`src/cube_map_face_select_assert.svh`:
```
// Assertion macros shared by the cube map face select RTL.
`ifndef CUBE_MAP_FACE_SELECT_ASSERT_SVH
`define CUBE_MAP_FACE_SELECT_ASSERT_SVH

// Same-cycle implication, disabled during reset.
`define CMFS_ASSERT_NOW(label, clk, rst, cond, prop, msg) \
   label: assert property (@(posedge clk) disable iff (rst) (cond) |-> (prop)) \
      else $error(msg);

// Next-cycle implication, disabled during reset.
`define CMFS_ASSERT_NEXT(label, clk, rst, cond, prop, msg) \
   label: assert property (@(posedge clk) disable iff (rst) (cond) |=> (prop)) \
      else $error(msg);

`endif

```
`src/cmfs_pkg.sv`:
```
// Shared types, constants and helpers for the cube map face select pipeline.
package cmfs_pkg;

   // Size registers and texel integer part
   localparam int SIZE_BITS      = 13;
   localparam int INT_BITS       = 12;
   localparam int SIZE_MIN       = 3;
   localparam int SIZE_MAX       = 4096;
   localparam int RESET_SIZE     = 258;
   localparam int CSR_INDEX_BITS = 1;
   localparam int FACE_BITS      = 3;

   typedef enum logic [CSR_INDEX_BITS-1:0] {
      CSR_FACE_HEIGHT = 1'b0,
      CSR_FACE_WIDTH  = 1'b1
   } csr_index_type;

   // Face codes
   localparam logic [FACE_BITS-1:0] FACE_POS_X = 3'd0;
   localparam logic [FACE_BITS-1:0] FACE_NEG_X = 3'd1;
   localparam logic [FACE_BITS-1:0] FACE_POS_Y = 3'd2;
   localparam logic [FACE_BITS-1:0] FACE_NEG_Y = 3'd3;
   localparam logic [FACE_BITS-1:0] FACE_POS_Z = 3'd4;
   localparam logic [FACE_BITS-1:0] FACE_NEG_Z = 3'd5;

   // Per-request tag that rides along the pipeline
   typedef struct packed {
      logic                 hit;
      logic [FACE_BITS-1:0] face;
   } face_meta_type;

   // Clamp a size register to the legal range and return size - 2
   function automatic logic [INT_BITS-1:0] size_span(input logic [SIZE_BITS-1:0] size);
      logic [INT_BITS-1:0] res;
      if (size < SIZE_BITS'(SIZE_MIN)) begin
         res = INT_BITS'(SIZE_MIN - 2);
      end else if (size > SIZE_BITS'(SIZE_MAX)) begin
         res = INT_BITS'(SIZE_MAX - 2);
      end else begin
         res = INT_BITS'(size - SIZE_BITS'(2));
      end
      return res;
   endfunction

endpackage

```
`src/cmfs_select.sv`:
```
// Stage 1: major axis pick, face code, minor numerators offset into spans.
module cmfs_select #(
   parameter int CB = 16
) (
   input  logic                   clock,
   input  logic                   reset,
   input  logic                   in_valid,
   input  logic signed [CB-1:0]   in_x,
   input  logic signed [CB-1:0]   in_y,
   input  logic signed [CB-1:0]   in_z,
   input  logic                   stall_in,
   output logic                   stall_out,
   output logic                   out_valid,
   output cmfs_pkg::face_meta_type out_meta,
   output logic [CB-1:0]          out_m,
   output logic [CB:0]            out_span_t,
   output logic [CB:0]            out_span_s
);
   import cmfs_pkg::*;

   logic [CB-1:0] ax, ay, az;
   logic          xmax, ymax, zmax;
   logic          xpos, ypos, zpos;
   face_meta_type meta_in;
   logic [CB-1:0] m_in;
   logic [CB-1:0] s_src, t_src;
   logic          s_neg, t_neg;
   logic signed [CB+1:0] m_ext, s_ext, t_ext, s_sum, t_sum;
   logic [CB:0]   span_s_in, span_t_in;

   logic          valid_ff;
   face_meta_type meta_ff;
   logic [CB-1:0] m_ff;
   logic [CB:0]   span_t_ff, span_s_ff;
   logic          load;

   // Magnitudes (most negative value maps to 2^(CB-1), still fits)
   assign ax = in_x[CB-1] ? CB'(~in_x + 1'b1) : in_x;
   assign ay = in_y[CB-1] ? CB'(~in_y + 1'b1) : in_y;
   assign az = in_z[CB-1] ? CB'(~in_z + 1'b1) : in_z;

   assign xmax = (ax >= ay) && (ax >= az);
   assign ymax = (ay >= ax) && (ay >= az);
   assign zmax = (az >= ax) && (az >= ay);

   assign xpos = !in_x[CB-1] && (in_x != '0);
   assign ypos = !in_y[CB-1] && (in_y != '0);
   assign zpos = !in_z[CB-1] && (in_z != '0);

   // Face priority +x, -x, +y, -y, +z, -z
   always_comb begin
      meta_in = '0;
      m_in    = '0;
      s_src   = '0;
      t_src   = '0;
      s_neg   = 1'b0;
      t_neg   = 1'b0;
      if (xpos && xmax) begin
         meta_in = '{hit: 1'b1, face: FACE_POS_X};
         m_in = ax; s_src = in_z; s_neg = 1'b1; t_src = in_y; t_neg = 1'b1;
      end else if (in_x[CB-1] && xmax) begin
         meta_in = '{hit: 1'b1, face: FACE_NEG_X};
         m_in = ax; s_src = in_z; s_neg = 1'b0; t_src = in_y; t_neg = 1'b1;
      end else if (ypos && ymax) begin
         meta_in = '{hit: 1'b1, face: FACE_POS_Y};
         m_in = ay; s_src = in_x; s_neg = 1'b0; t_src = in_z; t_neg = 1'b0;
      end else if (in_y[CB-1] && ymax) begin
         meta_in = '{hit: 1'b1, face: FACE_NEG_Y};
         m_in = ay; s_src = in_x; s_neg = 1'b0; t_src = in_z; t_neg = 1'b1;
      end else if (zpos && zmax) begin
         meta_in = '{hit: 1'b1, face: FACE_POS_Z};
         m_in = az; s_src = in_x; s_neg = 1'b0; t_src = in_y; t_neg = 1'b1;
      end else if (in_z[CB-1] && zmax) begin
         meta_in = '{hit: 1'b1, face: FACE_NEG_Z};
         m_in = az; s_src = in_x; s_neg = 1'b1; t_src = in_y; t_neg = 1'b1;
      end
   end

   // span = m +/- component, always within [0, 2m]
   assign m_ext = $signed({2'b00, m_in});
   assign s_ext = $signed({{2{s_src[CB-1]}}, s_src});
   assign t_ext = $signed({{2{t_src[CB-1]}}, t_src});
   assign s_sum = s_neg ? (m_ext - s_ext) : (m_ext + s_ext);
   assign t_sum = t_neg ? (m_ext - t_ext) : (m_ext + t_ext);
   assign span_s_in = s_sum[CB:0];
   assign span_t_in = t_sum[CB:0];

   // Stage register with local hold
   assign stall_out = valid_ff && stall_in;
   assign load      = !stall_out;

   always_ff @(posedge clock) begin
      if (reset) begin
         valid_ff <= 1'b0;
      end else if (load) begin
         valid_ff <= in_valid;
      end
   end

   always_ff @(posedge clock) begin
      if (load && in_valid) begin
         meta_ff   <= meta_in;
         m_ff      <= m_in;
         span_t_ff <= span_t_in;
         span_s_ff <= span_s_in;
      end
   end

   assign out_valid  = valid_ff;
   assign out_meta   = meta_ff;
   assign out_m      = m_ff;
   assign out_span_t = span_t_ff;
   assign out_span_s = span_s_ff;

endmodule

```
`src/cmfs_scale.sv`:
```
// Stage 2: scale spans by (size - 2) and set up the long division.
module cmfs_scale #(
   parameter int CB = 16,
   parameter int F  = 8
) (
   input  logic                         clock,
   input  logic                         reset,
   input  logic                         in_valid,
   input  cmfs_pkg::face_meta_type      in_meta,
   input  logic [CB-1:0]                in_m,
   input  logic [CB:0]                  in_span_t,
   input  logic [CB:0]                  in_span_s,
   input  logic [cmfs_pkg::INT_BITS-1:0] sm2_h,
   input  logic [cmfs_pkg::INT_BITS-1:0] sm2_w,
   input  logic                         stall_in,
   output logic                         stall_out,
   output logic                         out_valid,
   output cmfs_pkg::face_meta_type      out_meta,
   output logic [CB:0]                  out_d,
   output logic [CB:0]                  out_rem_row,
   output logic [cmfs_pkg::INT_BITS+F-1:0] out_lo_row,
   output logic [CB:0]                  out_rem_col,
   output logic [cmfs_pkg::INT_BITS+F-1:0] out_lo_col
);
   import cmfs_pkg::*;

   localparam int DW = CB + 1;
   localparam int QW = INT_BITS + F;
   localparam int PW = INT_BITS + DW;

   logic [PW-1:0] prod_row, prod_col;
   logic          valid_ff;
   face_meta_type meta_ff;
   logic [DW-1:0] d_ff, rem_row_ff, rem_col_ff;
   logic [QW-1:0] lo_row_ff, lo_col_ff;
   logic          load;

   // (size - 2) * span, one multiply per coordinate
   assign prod_row = PW'(sm2_h) * PW'(in_span_t);
   assign prod_col = PW'(sm2_w) * PW'(in_span_s);

   assign stall_out = valid_ff && stall_in;
   assign load      = !stall_out;

   always_ff @(posedge clock) begin
      if (reset) begin
         valid_ff <= 1'b0;
      end else if (load) begin
         valid_ff <= in_valid;
      end
   end

   // Dividend = prod << F; its top DW bits seed the remainder (below 2m)
   always_ff @(posedge clock) begin
      if (load && in_valid) begin
         meta_ff    <= in_meta;
         d_ff       <= {in_m, 1'b0};
         rem_row_ff <= prod_row[PW-1:INT_BITS];
         rem_col_ff <= prod_col[PW-1:INT_BITS];
         lo_row_ff  <= {prod_row[INT_BITS-1:0], {F{1'b0}}};
         lo_col_ff  <= {prod_col[INT_BITS-1:0], {F{1'b0}}};
      end
   end

   assign out_valid   = valid_ff;
   assign out_meta    = meta_ff;
   assign out_d       = d_ff;
   assign out_rem_row = rem_row_ff;
   assign out_lo_row  = lo_row_ff;
   assign out_rem_col = rem_col_ff;
   assign out_lo_col  = lo_col_ff;

endmodule

```
`src/cmfs_div_stage.sv`:
```
// One stage of the pipelined restoring divider (row and column together).
module cmfs_div_stage #(
   parameter int DW    = 17,
   parameter int QW    = 20,
   parameter int STEPS = 2
) (
   input  logic                    clock,
   input  logic                    reset,
   input  logic                    in_valid,
   input  cmfs_pkg::face_meta_type in_meta,
   input  logic [DW-1:0]           in_d,
   input  logic [DW-1:0]           in_rem_row,
   input  logic [QW-1:0]           in_lo_row,
   input  logic [DW-1:0]           in_rem_col,
   input  logic [QW-1:0]           in_lo_col,
   input  logic                    stall_in,
   output logic                    stall_out,
   output logic                    out_valid,
   output cmfs_pkg::face_meta_type out_meta,
   output logic [DW-1:0]           out_d,
   output logic [DW-1:0]           out_rem_row,
   output logic [QW-1:0]           out_lo_row,
   output logic [DW-1:0]           out_rem_col,
   output logic [QW-1:0]           out_lo_col
);
   import cmfs_pkg::*;

   // STEPS shift-compare-subtract steps; quotient bits enter lo at the bottom
   function automatic logic [DW+QW-1:0] div_steps(input logic [DW-1:0] d,
                                                  input logic [DW-1:0] rem_i,
                                                  input logic [QW-1:0] lo_i);
      logic [DW-1:0] rem;
      logic [QW-1:0] lo;
      logic [DW:0]   trial;
      rem = rem_i;
      lo  = lo_i;
      for (int i = 0; i < STEPS; i++) begin
         trial = {rem, lo[QW-1]};
         lo    = {lo[QW-2:0], 1'b0};
         if (trial >= {1'b0, d}) begin
            trial = trial - {1'b0, d};
            lo[0] = 1'b1;
         end
         rem = trial[DW-1:0];
      end
      return {rem, lo};
   endfunction

   logic [DW+QW-1:0] row_in, col_in;
   logic             valid_ff;
   face_meta_type    meta_ff;
   logic [DW-1:0]    d_ff, rem_row_ff, rem_col_ff;
   logic [QW-1:0]    lo_row_ff, lo_col_ff;
   logic             load;

   assign row_in = div_steps(in_d, in_rem_row, in_lo_row);
   assign col_in = div_steps(in_d, in_rem_col, in_lo_col);

   assign stall_out = valid_ff && stall_in;
   assign load      = !stall_out;

   always_ff @(posedge clock) begin
      if (reset) begin
         valid_ff <= 1'b0;
      end else if (load) begin
         valid_ff <= in_valid;
      end
   end

   always_ff @(posedge clock) begin
      if (load && in_valid) begin
         meta_ff    <= in_meta;
         d_ff       <= in_d;
         rem_row_ff <= row_in[DW+QW-1:QW];
         lo_row_ff  <= row_in[QW-1:0];
         rem_col_ff <= col_in[DW+QW-1:QW];
         lo_col_ff  <= col_in[QW-1:0];
      end
   end

   assign out_valid   = valid_ff;
   assign out_meta    = meta_ff;
   assign out_d       = d_ff;
   assign out_rem_row = rem_row_ff;
   assign out_lo_row  = lo_row_ff;
   assign out_rem_col = rem_col_ff;
   assign out_lo_col  = lo_col_ff;

endmodule

```
`src/cmfs_out.sv`:
```
// Last stage: add the border offset, saturate, and hold the response register.
module cmfs_out #(
   parameter int F = 8
) (
   input  logic                         clock,
   input  logic                         reset,
   input  logic                         in_valid,
   input  cmfs_pkg::face_meta_type      in_meta,
   input  logic [cmfs_pkg::INT_BITS+F-1:0] in_q_row,
   input  logic [cmfs_pkg::INT_BITS+F-1:0] in_q_col,
   input  logic [cmfs_pkg::INT_BITS-1:0] sm2_h,
   input  logic [cmfs_pkg::INT_BITS-1:0] sm2_w,
   input  logic                         stall_in,
   output logic                         stall_out,
   output logic                         out_valid,
   output logic                         out_valid_res,
   output logic [cmfs_pkg::FACE_BITS-1:0] out_face,
   output logic [cmfs_pkg::INT_BITS+F-1:0] out_row_pos,
   output logic [cmfs_pkg::INT_BITS+F-1:0] out_col_pos
);
   import cmfs_pkg::*;

   localparam int QW = INT_BITS + F;
   localparam logic [QW:0] ONE = (QW+1)'(1) << F;

   // pos = 1.0 + q, held inside [1.0, size - 1]
   function automatic logic [QW-1:0] place(input logic [QW-1:0] q,
                                           input logic [INT_BITS-1:0] sm2);
      logic [QW:0] pos;
      logic [QW:0] hi;
      pos = {1'b0, q} + ONE;
      hi  = ((QW+1)'(sm2) + (QW+1)'(1)) << F;
      if (pos < ONE) begin
         pos = ONE;
      end
      if (pos > hi) begin
         pos = hi;
      end
      return pos[QW-1:0];
   endfunction

   logic [QW-1:0]        row_in, col_in;
   logic                 valid_ff, valid_res_ff;
   logic [FACE_BITS-1:0] face_ff;
   logic [QW-1:0]        row_ff, col_ff;
   logic                 load;

   // Zero vector reports all-zero fields
   assign row_in = in_meta.hit ? place(in_q_row, sm2_h) : '0;
   assign col_in = in_meta.hit ? place(in_q_col, sm2_w) : '0;

   assign stall_out = valid_ff && stall_in;
   assign load      = !stall_out;

   always_ff @(posedge clock) begin
      if (reset) begin
         valid_ff <= 1'b0;
      end else if (load) begin
         valid_ff <= in_valid;
      end
   end

   always_ff @(posedge clock) begin
      if (load && in_valid) begin
         valid_res_ff <= in_meta.hit;
         face_ff      <= in_meta.hit ? in_meta.face : FACE_POS_X;
         row_ff       <= row_in;
         col_ff       <= col_in;
      end
   end

   assign out_valid     = valid_ff;
   assign out_valid_res = valid_res_ff;
   assign out_face      = face_ff;
   assign out_row_pos   = row_ff;
   assign out_col_pos   = col_ff;

endmodule

```
`src/cube_map_face_select.sv`:
```
// Top level of the cube map face select pipeline: size registers and stage chain.
//
//  Channel  Direction  Handshake             Payload
//  req      in         req_valid/req_stall   req_dir_x, req_dir_y, req_dir_z
//  rsp      out        rsp_valid/rsp_stall   rsp_valid_res, rsp_face, rsp_row_pos, rsp_col_pos
//  csr      in         csr_write             csr_index, csr_wdata
//
//  One request enters per cycle while req_stall is low. The stages are, in order: select,
//  multiply, one divider stage per two quotient bits, output.
//  Most stages belong to the divider, which retires two quotient bits per stage.
//  Reset clears the stage valid bits and loads both sizes with 258; no clearing pass.
//  A stage holds only while it is full and the stage after it holds, so bubbles
//  close up under rsp_stall and new requests keep entering until the pipe is full.
`include "cube_map_face_select_assert.svh"

module cube_map_face_select #(
   parameter int COMPONENT_BITS  = 16,
   parameter int COORD_FRAC_BITS = 8
) (
   input  logic                                  clock,
   input  logic                                  reset,
   input  logic                                  req_valid,
   output logic                                  req_stall,
   input  logic signed [COMPONENT_BITS-1:0]      req_dir_x,
   input  logic signed [COMPONENT_BITS-1:0]      req_dir_y,
   input  logic signed [COMPONENT_BITS-1:0]      req_dir_z,
   output logic                                  rsp_valid,
   input  logic                                  rsp_stall,
   output logic                                  rsp_valid_res,
   output logic [cmfs_pkg::FACE_BITS-1:0]        rsp_face,
   output logic [cmfs_pkg::INT_BITS+COORD_FRAC_BITS-1:0] rsp_row_pos,
   output logic [cmfs_pkg::INT_BITS+COORD_FRAC_BITS-1:0] rsp_col_pos,
   input  logic                                  csr_write,
   input  logic [cmfs_pkg::CSR_INDEX_BITS-1:0]   csr_index,
   input  logic [cmfs_pkg::SIZE_BITS-1:0]        csr_wdata
);
   import cmfs_pkg::*;

   localparam int CB   = COMPONENT_BITS;
   localparam int F    = COORD_FRAC_BITS;
   localparam int DW   = CB + 1;
   localparam int QW   = INT_BITS + F;
   localparam int NSTG = (QW + 1) / 2;

   // Size registers
   logic [SIZE_BITS-1:0] face_height_ff, face_width_ff;
   logic [INT_BITS-1:0]  sm2_h, sm2_w;

   always_ff @(posedge clock) begin
      if (reset) begin
         face_height_ff <= SIZE_BITS'(RESET_SIZE);
         face_width_ff  <= SIZE_BITS'(RESET_SIZE);
      end else if (csr_write) begin
         case (csr_index_type'(csr_index))
            CSR_FACE_HEIGHT: begin
               face_height_ff <= csr_wdata;
            end
            CSR_FACE_WIDTH: begin
               face_width_ff <= csr_wdata;
            end
            default: begin
            end
         endcase
      end
   end

   assign sm2_h = size_span(face_height_ff);
   assign sm2_w = size_span(face_width_ff);

   // Stage 1: face select
   logic          sel_valid, sel_stall_in;
   face_meta_type sel_meta;
   logic [CB-1:0] sel_m;
   logic [CB:0]   sel_span_t, sel_span_s;

   cmfs_select #(.CB(CB)) u_select (
      .clock      (clock),
      .reset      (reset),
      .in_valid   (req_valid),
      .in_x       (req_dir_x),
      .in_y       (req_dir_y),
      .in_z       (req_dir_z),
      .stall_in   (sel_stall_in),
      .stall_out  (req_stall),
      .out_valid  (sel_valid),
      .out_meta   (sel_meta),
      .out_m      (sel_m),
      .out_span_t (sel_span_t),
      .out_span_s (sel_span_s)
   );

   // Divider chain; index 0 is the multiplier stage output
   logic [NSTG:0] dv;
   logic [NSTG:0] dst;
   face_meta_type dmeta [NSTG+1];
   logic [DW-1:0] dd    [NSTG+1];
   logic [DW-1:0] drr   [NSTG+1];
   logic [DW-1:0] drc   [NSTG+1];
   logic [QW-1:0] dlr   [NSTG+1];
   logic [QW-1:0] dlc   [NSTG+1];

   // Stage 2: multiply
   cmfs_scale #(.CB(CB), .F(F)) u_scale (
      .clock       (clock),
      .reset       (reset),
      .in_valid    (sel_valid),
      .in_meta     (sel_meta),
      .in_m        (sel_m),
      .in_span_t   (sel_span_t),
      .in_span_s   (sel_span_s),
      .sm2_h       (sm2_h),
      .sm2_w       (sm2_w),
      .stall_in    (dst[0]),
      .stall_out   (sel_stall_in),
      .out_valid   (dv[0]),
      .out_meta    (dmeta[0]),
      .out_d       (dd[0]),
      .out_rem_row (drr[0]),
      .out_lo_row  (dlr[0]),
      .out_rem_col (drc[0]),
      .out_lo_col  (dlc[0])
   );

   // Divider stages, two quotient bits each (one in an odd tail)
   for (genvar k = 0; k < NSTG; k++) begin : g_div
      localparam int STEPS = ((QW - 2*k) >= 2) ? 2 : 1;
      cmfs_div_stage #(.DW(DW), .QW(QW), .STEPS(STEPS)) u_div (
         .clock       (clock),
         .reset       (reset),
         .in_valid    (dv[k]),
         .in_meta     (dmeta[k]),
         .in_d        (dd[k]),
         .in_rem_row  (drr[k]),
         .in_lo_row   (dlr[k]),
         .in_rem_col  (drc[k]),
         .in_lo_col   (dlc[k]),
         .stall_in    (dst[k+1]),
         .stall_out   (dst[k]),
         .out_valid   (dv[k+1]),
         .out_meta    (dmeta[k+1]),
         .out_d       (dd[k+1]),
         .out_rem_row (drr[k+1]),
         .out_lo_row  (dlr[k+1]),
         .out_rem_col (drc[k+1]),
         .out_lo_col  (dlc[k+1])
      );
   end

   // Output stage
   cmfs_out #(.F(F)) u_out (
      .clock         (clock),
      .reset         (reset),
      .in_valid      (dv[NSTG]),
      .in_meta       (dmeta[NSTG]),
      .in_q_row      (dlr[NSTG]),
      .in_q_col      (dlc[NSTG]),
      .sm2_h         (sm2_h),
      .sm2_w         (sm2_w),
      .stall_in      (rsp_stall),
      .stall_out     (dst[NSTG]),
      .out_valid     (rsp_valid),
      .out_valid_res (rsp_valid_res),
      .out_face      (rsp_face),
      .out_row_pos   (rsp_row_pos),
      .out_col_pos   (rsp_col_pos)
   );

   // Checks
   `CMFS_ASSERT_NOW(a_zero_vector_clear, clock, reset, rsp_valid && !rsp_valid_res,
      (rsp_face == FACE_POS_X) && (rsp_row_pos == '0) && (rsp_col_pos == '0),
      "zero vector response carries nonzero fields")
   `CMFS_ASSERT_NOW(a_face_code, clock, reset, rsp_valid && rsp_valid_res,
      rsp_face <= FACE_NEG_Z, "face code out of range")
   `CMFS_ASSERT_NOW(a_pos_range, clock, reset, rsp_valid && rsp_valid_res,
      (rsp_row_pos >= (QW'(1) << F)) && (rsp_col_pos >= (QW'(1) << F)) &&
      (rsp_row_pos <= (QW'(sm2_h) + QW'(1)) << F) &&
      (rsp_col_pos <= (QW'(sm2_w) + QW'(1)) << F),
      "texel position outside bordered face")
   `CMFS_ASSERT_NEXT(a_accept_lands, clock, reset, req_valid && !req_stall,
      sel_valid, "accepted request missing from first stage")

endmodule

```
`config.mk`:
```
export PLATFORM = sky130hd
export DESIGN_NAME = cube_map_face_select
export DESIGN_NICKNAME = d
export VERILOG_FILES = /design/src/cmfs_pkg.sv /design/src/cmfs_select.sv /design/src/cmfs_scale.sv /design/src/cmfs_div_stage.sv /design/src/cmfs_out.sv /design/src/cube_map_face_select.sv
export VERILOG_INCLUDE_DIRS = /design/src /design/src/src
export SDC_FILE = /design/constraint.sdc
export NUM_CORES = 2
export LEC_CHECK = 0
export BUFFER_PORTS_ARGS = -buffer_cell sky130_fd_sc_hd__buf_2
export CAP_MARGIN = 20
export CORE_UTILIZATION = 59
export CTS_CLUSTER_DIAMETER = 50
export DETAILED_ROUTE_END_ITERATION = 8
export PLACE_DENSITY = 0.78
export SLEW_MARGIN = 15
export SYNTH_ARGS = -nofsm -noshare
export SYNTH_HDL_FRONTEND = slang
export SYNTH_SLANG_ARGS = --single-unit
export TNS_END_PERCENT = 1
```
`constraint.sdc`:
```
create_clock -name clock -period 8.1 [get_ports clock]
set_clock_uncertainty 0.05 [all_clocks]
set_input_delay 0.81 -clock clock [delete_from_list [all_inputs] [get_ports clock]]
set_output_delay 0.81 -clock clock [all_outputs]
set_load 0.01 [all_outputs]
```
==> results by group <==
Power and ir drop
  – Power density relative to cell area: 369.2 nW/um2
  – Worst vdd rail ir drop: 0.9125 mV
  – Power share of the sequential group: 21.8%
  – Internal power: 18750 uW
  – Total leakage power: 0.03932 uW
  – Total net switching power: 15700 uW
  – Proportion of power drawn by the clock network: 15.3%
  – Switching part of the total power: 45.59%
  – Logic gate share of total power: 62.8%

Worst setup path
  – Sort of element at the end of the critical path: flip-flop
  – Crit. Startpoint: face_width_ff[6]
  – Logic depth of the worst register-to-register path: 25
  – Peak fanout along the critical path: 18
  – Required arrival time at the worst endpoint: 8620 ps
  – Capturing point of the worst reg2reg path: u_scale.out_rem_col[15]
  – Critical path's most frequent cell: fa_1
  – Total buffers and inverters traversed by the critical path: 4
  – Reg-to-reg setup timing slack: 280 ps
  – Critical Path AT: 8340 ps
  – Cell at the slowest stage of the critical path: or4_1
  – Biggest cell delay along the critical path: 550 ps
  – Family with the most delay on the worst path: adder cells
  – Kind of launch point of the worst setup path: flip-flop
  – Last element of the critical path: u_scale.out_rem_col[15]
  – Worst Path Class, Setup: reg -> reg
  – Number of logic stages on the critical path including buffering: 25
  – Worst r2r src: face_width_ff[6]

Layout
  – Antenna fix cells: 0
  – Filler Cell Count: 10910
  – Relative area change from synthesis to final layout: 9.990%
  – Final Instance Area: 93300 um2
  – Post-layout net count: 10230
  – Non-Filler Instances: 10930
  – Fraction of final layout cells sized beyond drive strength 1: 12.09%

Synth
  – Area share of the largest cell type after synthesis: 33.28%
  – Avg Synthesized Cell Area: 9.820 um2
  – Commonest register cell after synthesis: edfxtp_1
  – Area leader, netlist: edfxtp_1
  – Cell area after technology mapping: 84830 um2
  – Number of nets produced by synthesis: 9926
  – Most common library cells after synthesis: edfxtp_1 (940), inv_1 (896), ha_1 (885), nand2_1 (767), nor2_1 (581)
  – Register bit count reported by yosys: 979
  – Number of flops mapped to enable cells by yosys: 940
  – Largest cells by area after synthesis: edfxtp_1 (33%), ha_1 (13%), fa_1 (7.9%), mux2_2 (5.2%), inv_1 (4.0%)
  – Sequential fraction of the synthesis area: 34.20%
  – Number of distinct library cells after synthesis: 93
  – Yosys Warn Count: 0
  – Ys async rst share: 0%
  – Cells after Synth: 8638
  – Most used standard cell by instance count after synthesis: edfxtp_1

Placed design
  – Final Wtd Congestion: 0.9962
  – Number of buffers inserted by port buffering: 112
  – Number of placed instances with taps included: 10710
  – HPWL Detailed: 182600 um
  – Cell area after placement: 89260 um2

Timing
  – Share of the clock period used by the worst path after layout: 96.49%
  – Final Hold Violating Endpoints: 0
  – Worst slew margin: 23.80%
  – Total setup violations reported at the end of the flow: 0
  – Worst Tran Pin Value: 1135 ps
  – Slew Limit Fails: 0
  – Clock period minus final worst setup slack: 7816 ps
  – Highest achievable clock rate: 127.9 MHz

Floorplanning
  – Total die area: 145300 um2
  – Ports: 113
  – Placement row count: 138
  – Floorplan core area: 142100 um2
  – Die width: 381.2 um
  – Starting density of the core: 59.69%
  – Die outline height: 381.2 um

Clock network
  – CTS tree: built
  – Buffer levels on the longest clock path: 3
  – CTS Sinks: 979
  – Skew-Pair Late Insertion Delay: 750 ps
  – Clock transition at path regs: 60 ps
  – Total CTS buffers: 114
  – H-tree levels: 3
  – Cell at the root of the clock tree: clkbuf_16

Routing
  – Router iterations before antenna repair: 8
  – Post-detailed-route DRC marker count: 0
  – Overall routed net length: 232900 um
  – DR WL/cell: 21.30 um
  – Violation count after the first detailed-routing iteration: 6015
  – Via density: 6.162
  – Number of antenna-violating nets in the routed design: 0
  – Vias after detailed routing: 67370

Flow run
  – Number of max-cap violations: 0

GRT
  – Global-route usage over all layers: 31.51%
  – Wire length of the first global-routing pass: 361800 um
  – Number of antenna violations at the first check in global routing: 7
  – Via count of the first global-routing pass: 66110
  – Aggregate global routing overflow: 0
  – Pin count of the biggest net entering global routing: 76

Status
  – Status: complete, no violations

Hold path
  – Tightest Hold Check Type: in -> reg
[worst min-delay path by stage]
stage | depth (start not counted) | from | slack [ps] | end
2_1_floorplan | 0 | u_scale.out_lo_col[8] | 350 | g_div[0].u_div.out_lo_col[10]
5_1_grt | 2 | csr_wdata[1] | 250 | face_height_ff[1]
3_3_place_gp | 0 | g_div[1].u_div.out_lo_row[12] | 350 | g_div[2].u_div.out_lo_row[14]
6_report | 3 | csr_wdata[8] | 260 | face_height_ff[8]
4_1_cts | 3 | csr_wdata[8] | 200 | face_height_ff[8]
3_5_place_dp | 0 | u_scale.out_lo_col[14] | 350 | g_div[0].u_div.out_lo_col[16]
[state kept, by name, indices dropped and copies added, names as in the netlist, 17 cells and up]
register and count:
u_out.out_row_pos 20, u_out.out_col_pos 20, g_div.u_div.out_rem_col 150, u_select.out_span_s 17, u_scale.out_rem_row 17, g_div.u_div.out_meta 40, g_div.u_div.out_d 144, g_div.u_div.out_lo_col 140
g_div.u_div.out_rem_row 150, u_scale.out_rem_col 17, u_select.out_span_t 17, g_div.u_div.out_lo_row 140
[kinds of logic after synthesis]
family                   count (synthesis)  share of synthesized area [%]
adder cells (fa/ha/maj)               1221                          20.98
AND/OR/NAND/NOR                       2610                          15.03
multiplexers                           465                          6.065
XOR/XNOR                               566                          5.853
AO/OA/AOI/OAI                         1702                          13.02
flip-flops                             979                          34.20
buffers and inverters                 1095                          4.857
[area by class of cell]
type                            count  area, um2  area share, %
Clock inverter                     77      902.1         0.9669
Tap cell                         1890       2365          2.535
Inverter                          898       3371          3.613
Sequential cell                   979      29010          31.09
Timing Repair Buffer              388       2653          2.843
Clock buffer                      137       3020          3.237
Multi-Input combinational cell   6564      51980          55.72
[layout by cell type (no fill, tap or decap), types with 59 or more instances in the layout]
cell type / count
nor3_1: 198
buf_2: 112
inv_1: 896
nand2b_1: 63
buf_4: 271
a21o_1: 158
mux2i_1: 73
ha_1: 885
or3_1: 68
a31oi_1: 59
nand3_1: 159
nand2_1: 767
mux2_2: 392
nor2b_1: 138
xor2_1: 186
clkbuf_16: 115
nand4_1: 122
nor4_1: 67
xnor2_1: 379
and2_1: 214
fa_1: 336
and3_1: 67
a211oi_1: 67
o21ai_0: 360
edfxtp_1: 940
a21boi_0: 82
o21a_1: 90
a21oi_1: 446
nor2_1: 578
[layer usage]
metal	up-vias	global-route usage, %	share of wire, %
li1	31540	-	-
met1	32610	40.31	41
met2	2617	53.52	48
met3	599	3.704	6.4
met4	6	14.20	4.9
met5	-	0	0.016
[tightest hold or removal path: cells and delay by family]
kind | cells | cell delay, ps
buffers and inverters | 1 | 80
AND/OR/NAND/NOR | 2 | 110
[repair_timing]
item / CTS / global route
buffers inserted: 0 / 1
resized for setup: 0 / 15
endpoints found under the setup margin: 0 / 17
hold buffers: 0 / 0
[power by group through the flow]
stage               sequential [uW]  combinational (uW)  clock (uW)
CTS                            7500               21300        5370
floorplan                      7110               15100           0
finish                         7530               21600        5290
global placement               7580               20500           0
detailed placement             7590               21000           0
global route                   7540               23900        5540
[per-stage QoR]
stage / hold slack [ps] / setup TNS, ps / util (%) / setup WS (ps) / power [uW]
after floorplan: 350.3 / -86.43 / - / -86.43 / 22160
after global placement: 351.5 / -274.2 / 62.81 / -245.7 / 28060
after detailed placement: 354.5 / -614.3 / 62.82 / -368.6 / 28540
after CTS: 200.4 / 0 / 65.58 / 42.85 / 34190
after global routing: 252.6 / -110.8 / 65.66 / -66.46 / 36930
final: 259.0 / 0 / 65.66 / 284.4 / 34450
Power figures use the tool's default switching activity.
